**config.mk**
```make
export PLATFORM = sky130hd
export DESIGN_NAME = multichannel_rms_current_monitor
export DESIGN_NICKNAME = d
export VERILOG_FILES = /design/src/design/mrcm_pkg.sv /design/src/design/multichannel_rms_current_monitor.sv
export SDC_FILE = /design/constraint.sdc
export NUM_CORES = 2
export LEC_CHECK = 0
export ABC_AREA = 1
export BUFFER_PORTS_ARGS = -buffer_cell sky130_fd_sc_hd__clkbuf_2
export CAP_MARGIN = 20
export CORE_MARGIN = 3
export CORE_UTILIZATION = 40
export DETAILED_ROUTE_END_ITERATION = 16
export HOLD_SLACK_MARGIN = 0.12
export SLEW_MARGIN = 40
export SYNTH_ARGS = -nofsm -noshare
export SYNTH_HDL_FRONTEND = slang
export SYNTH_SLANG_ARGS = --single-unit
```
**constraint.sdc**
```tcl
create_clock -name clock -period 13.1 [get_ports clock]
set_clock_uncertainty 0.2 [all_clocks]
set_input_delay 2.62 -clock clock [delete_from_list [all_inputs] [get_ports clock]]
set_output_delay 2.62 -clock clock [all_outputs]
set_load 0.05 [all_outputs]
```
**src/design/mrcm_pkg.sv**
```systemverilog
// Package: shared constants, op codes and register indexes of the RMS current monitor.
`default_nettype none
package mrcm_pkg;
   localparam int CHANNELS_DEFAULT = 16;
   localparam int ADC_BITS_DEFAULT = 10;

   localparam logic [15:0] MASK_RESET     = 16'd30583;
   localparam logic [15:0] MINSAMP_RESET  = 16'd80;
   localparam logic [23:0] GAIN_RESET     = 24'd3203158;
   localparam logic [15:0] DEADBAND_RESET = 16'd500;

   localparam logic [1:0] OP_SAMPLE = 2'd0;
   localparam logic [1:0] OP_REPORT = 2'd1;
   localparam logic [1:0] OP_OFFSET = 2'd2;

   localparam logic [1:0] REG_MASK     = 2'd0;
   localparam logic [1:0] REG_MINSAMP  = 2'd1;
   localparam logic [1:0] REG_GAIN     = 2'd2;
   localparam logic [1:0] REG_DEADBAND = 2'd3;
endpackage
`default_nettype wire

```
**src/design/multichannel_rms_current_monitor.sv**
```systemverilog
// Top level of the multichannel RMS current monitor.
`default_nettype none
// The monitor accepts items on the req_ stream and returns report results on
// the rsp_ stream. Each request item carries an op, an ADC value and a target
// channel. A sample item adds the squared, offset-corrected value to the
// accumulator of the next fitted channel in the scan; it looks up the scan
// target, reads the channel's memory entry and writes the updated entry
// back. An offset write likewise reads the entry and writes it back with
// the new offset. A report item walks all channels in order; each channel
// is read from the state memory and, where it has at least min_samples
// samples, goes through a bit-serial restoring divider and a square root
// that settles two bits a cycle, followed by one gain multiply. One item
// is in work at a time.
// Results leave through an output register: the block waits while the
// receiver stalls and holds the result steady. A synchronous reset
// empties all accumulators, counts, offsets and held currents by means of
// per-channel valid bits, and restores the register defaults at once, so
// the block accepts items in the cycle after reset is released.
// Configuration lies on the csr_ APB-style port at byte addresses 0, 4, 8, 12.
module multichannel_rms_current_monitor
   import mrcm_pkg::*;
#(
   parameter int CHANNELS = CHANNELS_DEFAULT,
   parameter int ADC_BITS = ADC_BITS_DEFAULT
) (
   input  wire logic        clock,
   input  wire logic        reset,
   input  wire logic        req_tvalid,
   output logic             req_tready,
   // tdata: op[1:0], adc_value[11:2], target_channel[15:12]
   input  wire logic [15:0] req_tdata,
   output logic             rsp_tvalid,
   input  wire logic        rsp_tready,
   // tdata: channel[3:0], irms_ma[19:4], zero fill above
   output logic [23:0]      rsp_tdata,
   // tuser: updated
   output logic             rsp_tuser,
   output logic             rsp_tlast,
   input  wire logic        csr_psel,
   input  wire logic        csr_penable,
   input  wire logic        csr_pwrite,
   input  wire logic [3:0]  csr_paddr,
   input  wire logic [31:0] csr_pwdata,
   output logic [31:0]      csr_prdata,
   output logic             csr_pready
);
   localparam int CW  = $clog2(CHANNELS);
   localparam int CW1 = CW + 1;
   localparam int MW  = 32 + 16 + 10 + 16;   // sum, count, offset, held

   typedef enum logic [3:0] {
      S_IDLE, S_SREAD, S_SWRITE, S_RREAD, S_RCHECK, S_DIV, S_SQRT,
      S_MUL, S_FIN, S_OUT
   } state_type;

   // Configuration registers.
   logic [15:0] mask_ff, minsamp_ff, deadband_ff;
   logic [23:0] gain_ff;
   logic        wr_en;
   assign csr_pready = 1'b1;
   assign wr_en = csr_psel && csr_penable && csr_pwrite;

   always_ff @(posedge clock) begin
      if (reset) begin
         mask_ff     <= MASK_RESET;
         minsamp_ff  <= MINSAMP_RESET;
         gain_ff     <= GAIN_RESET;
         deadband_ff <= DEADBAND_RESET;
      end else if (wr_en && csr_paddr[1:0] == 2'b00) begin
         unique case (csr_paddr[3:2])
            REG_MASK:     mask_ff     <= csr_pwdata[15:0];
            REG_MINSAMP:  minsamp_ff  <= csr_pwdata[15:0];
            REG_GAIN:     gain_ff     <= csr_pwdata[23:0];
            REG_DEADBAND: deadband_ff <= csr_pwdata[15:0];
            default: ;
         endcase
      end
   end

   always_comb begin
      unique case (csr_paddr[3:2])
         REG_MASK:     csr_prdata = {16'd0, mask_ff};
         REG_MINSAMP:  csr_prdata = {16'd0, minsamp_ff};
         REG_GAIN:     csr_prdata = {8'd0, gain_ff};
         REG_DEADBAND: csr_prdata = {16'd0, deadband_ff};
         default:      csr_prdata = 32'd0;
      endcase
   end

   // State memory: one entry per channel holding its sum, count, offset and held current.
   logic [MW-1:0]       mem [CHANNELS];
   logic [MW-1:0]       rd_data_ff;
   logic [CHANNELS-1:0] valid_ff;
   logic                valid_rd_ff;
   logic [CW-1:0]       addr_ff;
   logic                mem_we;
   logic [MW-1:0]       mem_wd;

   always_ff @(posedge clock) begin
      if (mem_we) mem[addr_ff] <= mem_wd;
      rd_data_ff <= mem[addr_ff];
   end

   always_ff @(posedge clock) begin
      if (reset) valid_rd_ff <= 1'b0;
      else       valid_rd_ff <= valid_ff[addr_ff];
   end

   // Entry fields, with an unwritten entry reading as zero.
   logic [31:0]         e_sum;
   logic [15:0]         e_cnt, e_held;
   logic [9:0]          e_off;
   assign {e_sum, e_cnt, e_off, e_held} = valid_rd_ff ? rd_data_ff : '0;

   // Request fields.
   logic [1:0]          in_op;
   logic [ADC_BITS-1:0] in_adc;
   logic [3:0]          in_tgt;
   assign in_op  = req_tdata[1:0];
   assign in_adc = ADC_BITS'(req_tdata[11:2]);
   assign in_tgt = req_tdata[15:12];

   // Next fitted channel at or after the scan pointer.
   logic [CHANNELS-1:0] fitted;
   logic [CW-1:0]       scan_ff, hit_ch;
   logic                hit;
   always_comb begin
      logic [CW1-1:0] c;
      fitted = '0;
      for (int i = 0; i < CHANNELS; i++) begin
         if (i < 16) fitted[i] = mask_ff[i[3:0]];
      end
      hit    = 1'b0;
      hit_ch = '0;
      for (int k = CHANNELS - 1; k >= 0; k--) begin
         c = CW1'(scan_ff) + CW1'(k);
         if (c >= CW1'(CHANNELS)) c = c - CW1'(CHANNELS);
         if (fitted[c[CW-1:0]]) begin
            hit    = 1'b1;
            hit_ch = c[CW-1:0];
         end
      end
   end

   state_type           state_ff;
   logic [ADC_BITS-1:0] adc_ff;
   logic [1:0]          op_ff;
   logic [47:0]         rem_ff, quo_ff;
   logic [5:0]          step_ff;
   logic [31:0]         rad_ff, root_ff;
   logic [33:0]         rtrem_ff;
   logic [47:0]         prod_ff;
   logic [15:0]         out_ma_ff;
   logic                out_upd_ff;
   logic [15:0]         need;

   assign need = (minsamp_ff == 16'd0) ? 16'd1 : minsamp_ff;
   assign req_tready = (state_ff == S_IDLE) && !reset;

   // Sample arithmetic.
   logic signed [16:0]  diff;
   logic [32:0]         sq, new_sum;
   logic [31:0]         sat_sum;
   logic [15:0]         new_cnt;
   assign diff    = $signed({1'b0, 16'(adc_ff)}) - $signed({7'd0, e_off});
   assign sq      = 33'(32'(diff * diff));
   assign new_sum = {1'b0, e_sum} + sq;
   assign sat_sum = new_sum[32] ? 32'hFFFF_FFFF : new_sum[31:0];
   assign new_cnt = (e_cnt == 16'hFFFF) ? e_cnt : e_cnt + 16'd1;

   // Restoring divider step: dividend sum<<16 shifted in MSB first.
   logic [48:0] div_trial;
   logic [47:0] div_rem_sh;
   assign div_rem_sh = {rem_ff[46:0], quo_ff[47]};
   assign div_trial  = {1'b0, div_rem_sh} - {33'd0, e_cnt};

   // Square-root step over the 48-bit mean, two bits a cycle.
   logic [33:0] rt_sh, rt_trial;
   assign rt_sh    = {rtrem_ff[31:0], quo_ff[47:46]};
   assign rt_trial = rt_sh - {root_ff, 2'b01};

   // Scaled current, saturated to 16 bits, then the deadband.
   logic [15:0] ma_sat, ma_new;
   assign ma_sat = (|prod_ff[47:40]) ? 16'hFFFF : prod_ff[39:24];
   assign ma_new = (ma_sat < deadband_ff) ? 16'd0 : ma_sat;

   always_comb begin
      mem_we = 1'b0;
      mem_wd = {e_sum, e_cnt, e_off, e_held};
      if (state_ff == S_SWRITE) begin
         mem_we = 1'b1;
         if (op_ff == OP_OFFSET) mem_wd = {e_sum, e_cnt, 10'(adc_ff), e_held};
         else                    mem_wd = {sat_sum, new_cnt, e_off, e_held};
      end else if (state_ff == S_FIN) begin
         mem_we = out_upd_ff;
         mem_wd = {32'd0, 16'd0, e_off, ma_new};
      end
   end

   always_ff @(posedge clock) begin
      if (reset) begin
         state_ff   <= S_IDLE;
         scan_ff    <= '0;
         valid_ff   <= '0;
         rsp_tvalid <= 1'b0;
      end else begin
         unique case (state_ff)
            S_IDLE: begin
               if (req_tvalid) begin
                  adc_ff <= in_adc;
                  op_ff  <= in_op;
                  if (in_op == OP_SAMPLE && hit) begin
                     addr_ff  <= hit_ch;
                     scan_ff  <= (32'(hit_ch) == CHANNELS - 1) ? '0 : hit_ch + CW'(1);
                     state_ff <= S_SREAD;
                  end else if (in_op == OP_REPORT) begin
                     addr_ff  <= '0;
                     state_ff <= S_RREAD;
                  end else if (in_op == OP_OFFSET && 32'(in_tgt) < CHANNELS) begin
                     addr_ff  <= CW'(in_tgt);
                     state_ff <= S_SREAD;
                  end
               end
            end
            S_SREAD: state_ff <= S_SWRITE;
            S_SWRITE: begin
               valid_ff[addr_ff] <= 1'b1;
               state_ff <= S_IDLE;
            end
            S_RREAD: state_ff <= S_RCHECK;
            S_RCHECK: begin
               out_ma_ff  <= e_held;
               out_upd_ff <= (e_cnt >= need);
               rem_ff     <= '0;
               quo_ff     <= {e_sum, 16'd0};
               step_ff    <= '0;
               state_ff   <= (e_cnt >= need) ? S_DIV : S_FIN;
            end
            S_DIV: begin
               if (!div_trial[48]) begin
                  rem_ff <= div_trial[47:0];
                  quo_ff <= {quo_ff[46:0], 1'b1};
               end else begin
                  rem_ff <= div_rem_sh;
                  quo_ff <= {quo_ff[46:0], 1'b0};
               end
               if (step_ff == 6'd47) begin
                  step_ff  <= '0;
                  root_ff  <= '0;
                  rtrem_ff <= '0;
                  state_ff <= S_SQRT;
               end else begin
                  step_ff <= step_ff + 6'd1;
               end
            end
            S_SQRT: begin
               quo_ff <= {quo_ff[45:0], 2'b00};
               if (!rt_trial[33] || rt_sh >= {root_ff, 2'b01}) begin
                  rtrem_ff <= rt_trial;
                  root_ff  <= {root_ff[30:0], 1'b1};
               end else begin
                  rtrem_ff <= rt_sh;
                  root_ff  <= {root_ff[30:0], 1'b0};
               end
               step_ff <= step_ff + 6'd1;
               if (step_ff == 6'd23) state_ff <= S_MUL;
            end
            S_MUL: begin
               prod_ff  <= 48'(root_ff[23:0]) * 48'(gain_ff);
               state_ff <= S_FIN;
               out_ma_ff <= 16'd0;
            end
            S_FIN: begin
               if (out_upd_ff) begin
                  out_ma_ff <= ma_new;
               end
               valid_ff[addr_ff] <= valid_ff[addr_ff];
               rsp_tvalid <= 1'b1;
               state_ff   <= S_OUT;
            end
            S_OUT: begin
               if (rsp_tready) begin
                  rsp_tvalid <= 1'b0;
                  if (32'(addr_ff) == CHANNELS - 1) begin
                     state_ff <= S_IDLE;
                  end else begin
                     addr_ff  <= addr_ff + CW'(1);
                     state_ff <= S_RREAD;
                  end
               end
            end
            default: state_ff <= S_IDLE;
         endcase
      end
   end

   assign rsp_tdata = {4'd0, out_ma_ff, 4'(addr_ff)};
   assign rsp_tuser = out_upd_ff;
   assign rsp_tlast = (32'(addr_ff) == CHANNELS - 1);
endmodule
`default_nettype wire

```
==> metrics.txt <==
status completed; clk sink count 1578; total wire length 253 mm; leakage power figure 41.5 nW; Max Used Layer met4; Setup-failing EPs final 0; worst-path fanout max 24; Buffers & Inverters on Critical Path 10; DR pass1 iterations 7; Tightest Pin Transition 0.919 ns; # resized after CTS 0; min cycle time layout 11.33 ns; Post-synth EDFFs 1406; Cell Area, Synth 91600 sq um; met3 wire len 16.6 mm; wire length on met2 123 mm; worst skew pair latency 0.83 ns; 1st-iter DRT viols 5494; Metal-1 WL 104 mm; CP arrival 11.64 ns; crit path kind reg2reg; fin. max-slew vios 0; largest net degree at the start of global routing 203; die area 235000 sq um; Rows 174; post-synth cell types 73; period utilization 0.865; CP max-delay cell fa_1; Core ar. 226000 sq um; Die W 484 um; Hold Vio Cnt, Final 0; Area growth syn-to-layout 10.8%; max cap viols 0; final core occ 0.449; Nets 10100; Most used DFF post-synth edfxtp_1; first-pass GRT wire length 388 mm; final setup margin 1.77 ns; Worst setup SP type register; crit-path max cell delay 0.61 ns; Fmax 88.3 MHz; Rel. slew slack 0.387; Max Buffers Root-to-Sink 3; number of I/O port buffers 98; H-tree Lvls 4; ys async rst share 0; vias per inst 5.36; RSZ-0062 raised after global routing no; sequential area share after synthesis 0.499; Via Count 65600; Min-Delay Path Class reg2reg; Die Ht 484 um; postcts setup bufs 0; Post-DRT Antenna Nets 0; TritonCTS clock tree built; gr ovfl total 0; Inserted Clock Buffers 165; CP most frequent cell nand2_1; pre-CTS setup slack 1.79 ns; share of cells above drive strength 1 0.0728; Initial Util 0.405; number of synthesized register bits 1578; DRC Markers 0; HPWL after detailed placement 157 mm; crit-path leading delay family adder cells; CP Capture Type register; Placer Congestion 0.899; Warnings, synthesis 0; # IOs 120; GRT Util Overall 0.212; Max VDD drop 1020 uV; syn_area_per_cell 10.0 sq um; setup TNS 0 ns; # hold bufs at CTS 0; initial antenna violation count 6; routed length per instance 20.7 um; power per cell area 281 nW/um^2; vias in the first global route 65000; synthesized instance count 9130; clk slew on worst S/H paths 0.06 ns; Critical Path RT 13.41 ns; Root Driver clkbuf_16
## routing by layer
layer | up-vias | track usage
li1 | 30300 | -
met1 | 32600 | 0.278
met2 | 2210 | 0.359
met3 | 494 | 0.0315
met4 | 0 | 0.0753
met5 | - | 0
## per-stage QoR
step	area [sq um]	std cells	hold WS (ns)	power, mW
after global placement	95300	11900	0.265	23.4
after floorplan	91600	9141	0.245	19.7
after detailed placement	95800	11900	0.274	23.8
final	101000	12200	0.291	28.6
after CTS	101000	12200	0.283	28.7
after global routing	101000	12200	0.323	30.5
## flip-flops by register name (all words and copies together) (netlist names), 4 cells and up
register     count
gain_ff         24
adc_ff          10
scan_ff          4
step_ff          6
root_ff         32
rtrem_ff        32
rd_data_ff      74
out_ma_ff       16
rem_ff          47
mem           1184
fitted          16
state_ff         4
minsamp_ff      16
prod_ff         24
quo_ff          48
addr_ff          4
valid_ff        16
deadband_ff     16
## tightest hold or removal path, stage by stage (launching register included)
cell and delay, ns:
dfxtp_1 0.30, inv_1 0.07, a21oi_1 0.07
## final timing paths
kind	from	to	slack, ns	cells after the start
worst max-delay path	valid_rd_ff	mem[12][54]	1.77	44
worst min-delay path	deadband_ff[0]	deadband_ff[0]	0.29	2
worst max register to register	valid_rd_ff	mem[12][54]	1.77	44
worst min register to register	deadband_ff[0]	deadband_ff[0]	0.29	2
## cell usage after synthesis (25+ instances only)
master | n | share of area
nand2_1 | 1557 | 0.064
nand2_2 | 25 | 0.0017
nand4_1 | 101 | 0.0069
nand3_1 | 168 | 0.0092
a21oi_1 | 330 | 0.018
edfxtp_1 | 1406 | 0.46
clkbuf_1 | 437 | 0.018
dfxtp_1 | 172 | 0.038
xnor2_1 | 67 | 0.0064
fa_1 | 583 | 0.13
o221ai_1 | 37 | 0.0035
ha_1 | 363 | 0.050
nor2_1 | 971 | 0.040
xor2_1 | 86 | 0.0082
o21ai_0 | 857 | 0.047
inv_1 | 1302 | 0.053
nor3_1 | 27 | 0.0015
o22ai_1 | 344 | 0.024
o211ai_1 | 28 | 0.0023
## where the power goes
group	switching, mW	internal, mW	leakage [nW]
combinational	11.4	6.16	24.5
clock	2.06	2.72	2.69
sequential	0.0863	6.09	14.4
## cell families after synthesis
kind of cell / after synthesis / synth area share
buf+inv: 1816 / 0.0760
fa+ha+maj: 946 / 0.177
mux: 2 / 0.000232
xor+xnor: 156 / 0.0152
flops: 1578 / 0.499
other cells: 2 / 0.0000820
compound gates: 1735 / 0.106
simple gates: 2895 / 0.127
## cell usage in the layout (no fill, tap or decap), types with 12 or more instances in the layout
cell / instances
a31oi_1: 19
nor3_1: 22
clkbuf_16: 168
nand3_1: 168
ha_1: 363
bufinv_16: 13
inv_2: 14
o21ai_1: 22
clkbuf_2: 98
o21ai_0: 856
nand2_1: 1555
nor2_1: 948
o22ai_2: 29
clkinv_1: 36
buf_4: 139
buf_6: 27
nand2_2: 26
edfxtp_1: 1406
conb_1: 13
dfxtp_1: 167
xnor2_1: 67
nand4_1: 101
o221ai_1: 37
xor2_1: 86
nor2_4: 19
o211ai_1: 28
clkinv_2: 18
o2111ai_1: 12
inv_1: 1298
clkbuf_1: 45
a21oi_1: 326
o22ai_1: 315
fa_1: 583
## cell type report
class / instances / area (sq um)
Fill cell: 20900 / 125000
Tap cell: 2992 / 3740
Clock buffer: 224 / 4520
Sequential cell: 1578 / 45700
Multi-Input combinational cell: 5747 / 39400
Antenna cell: 3 / 7.51
Timing Repair Buffer: 274 / 2070
Clock inverter: 86 / 1080
Inverter: 1323 / 5000
Note: power is estimated with default switching activity, not from simulation.
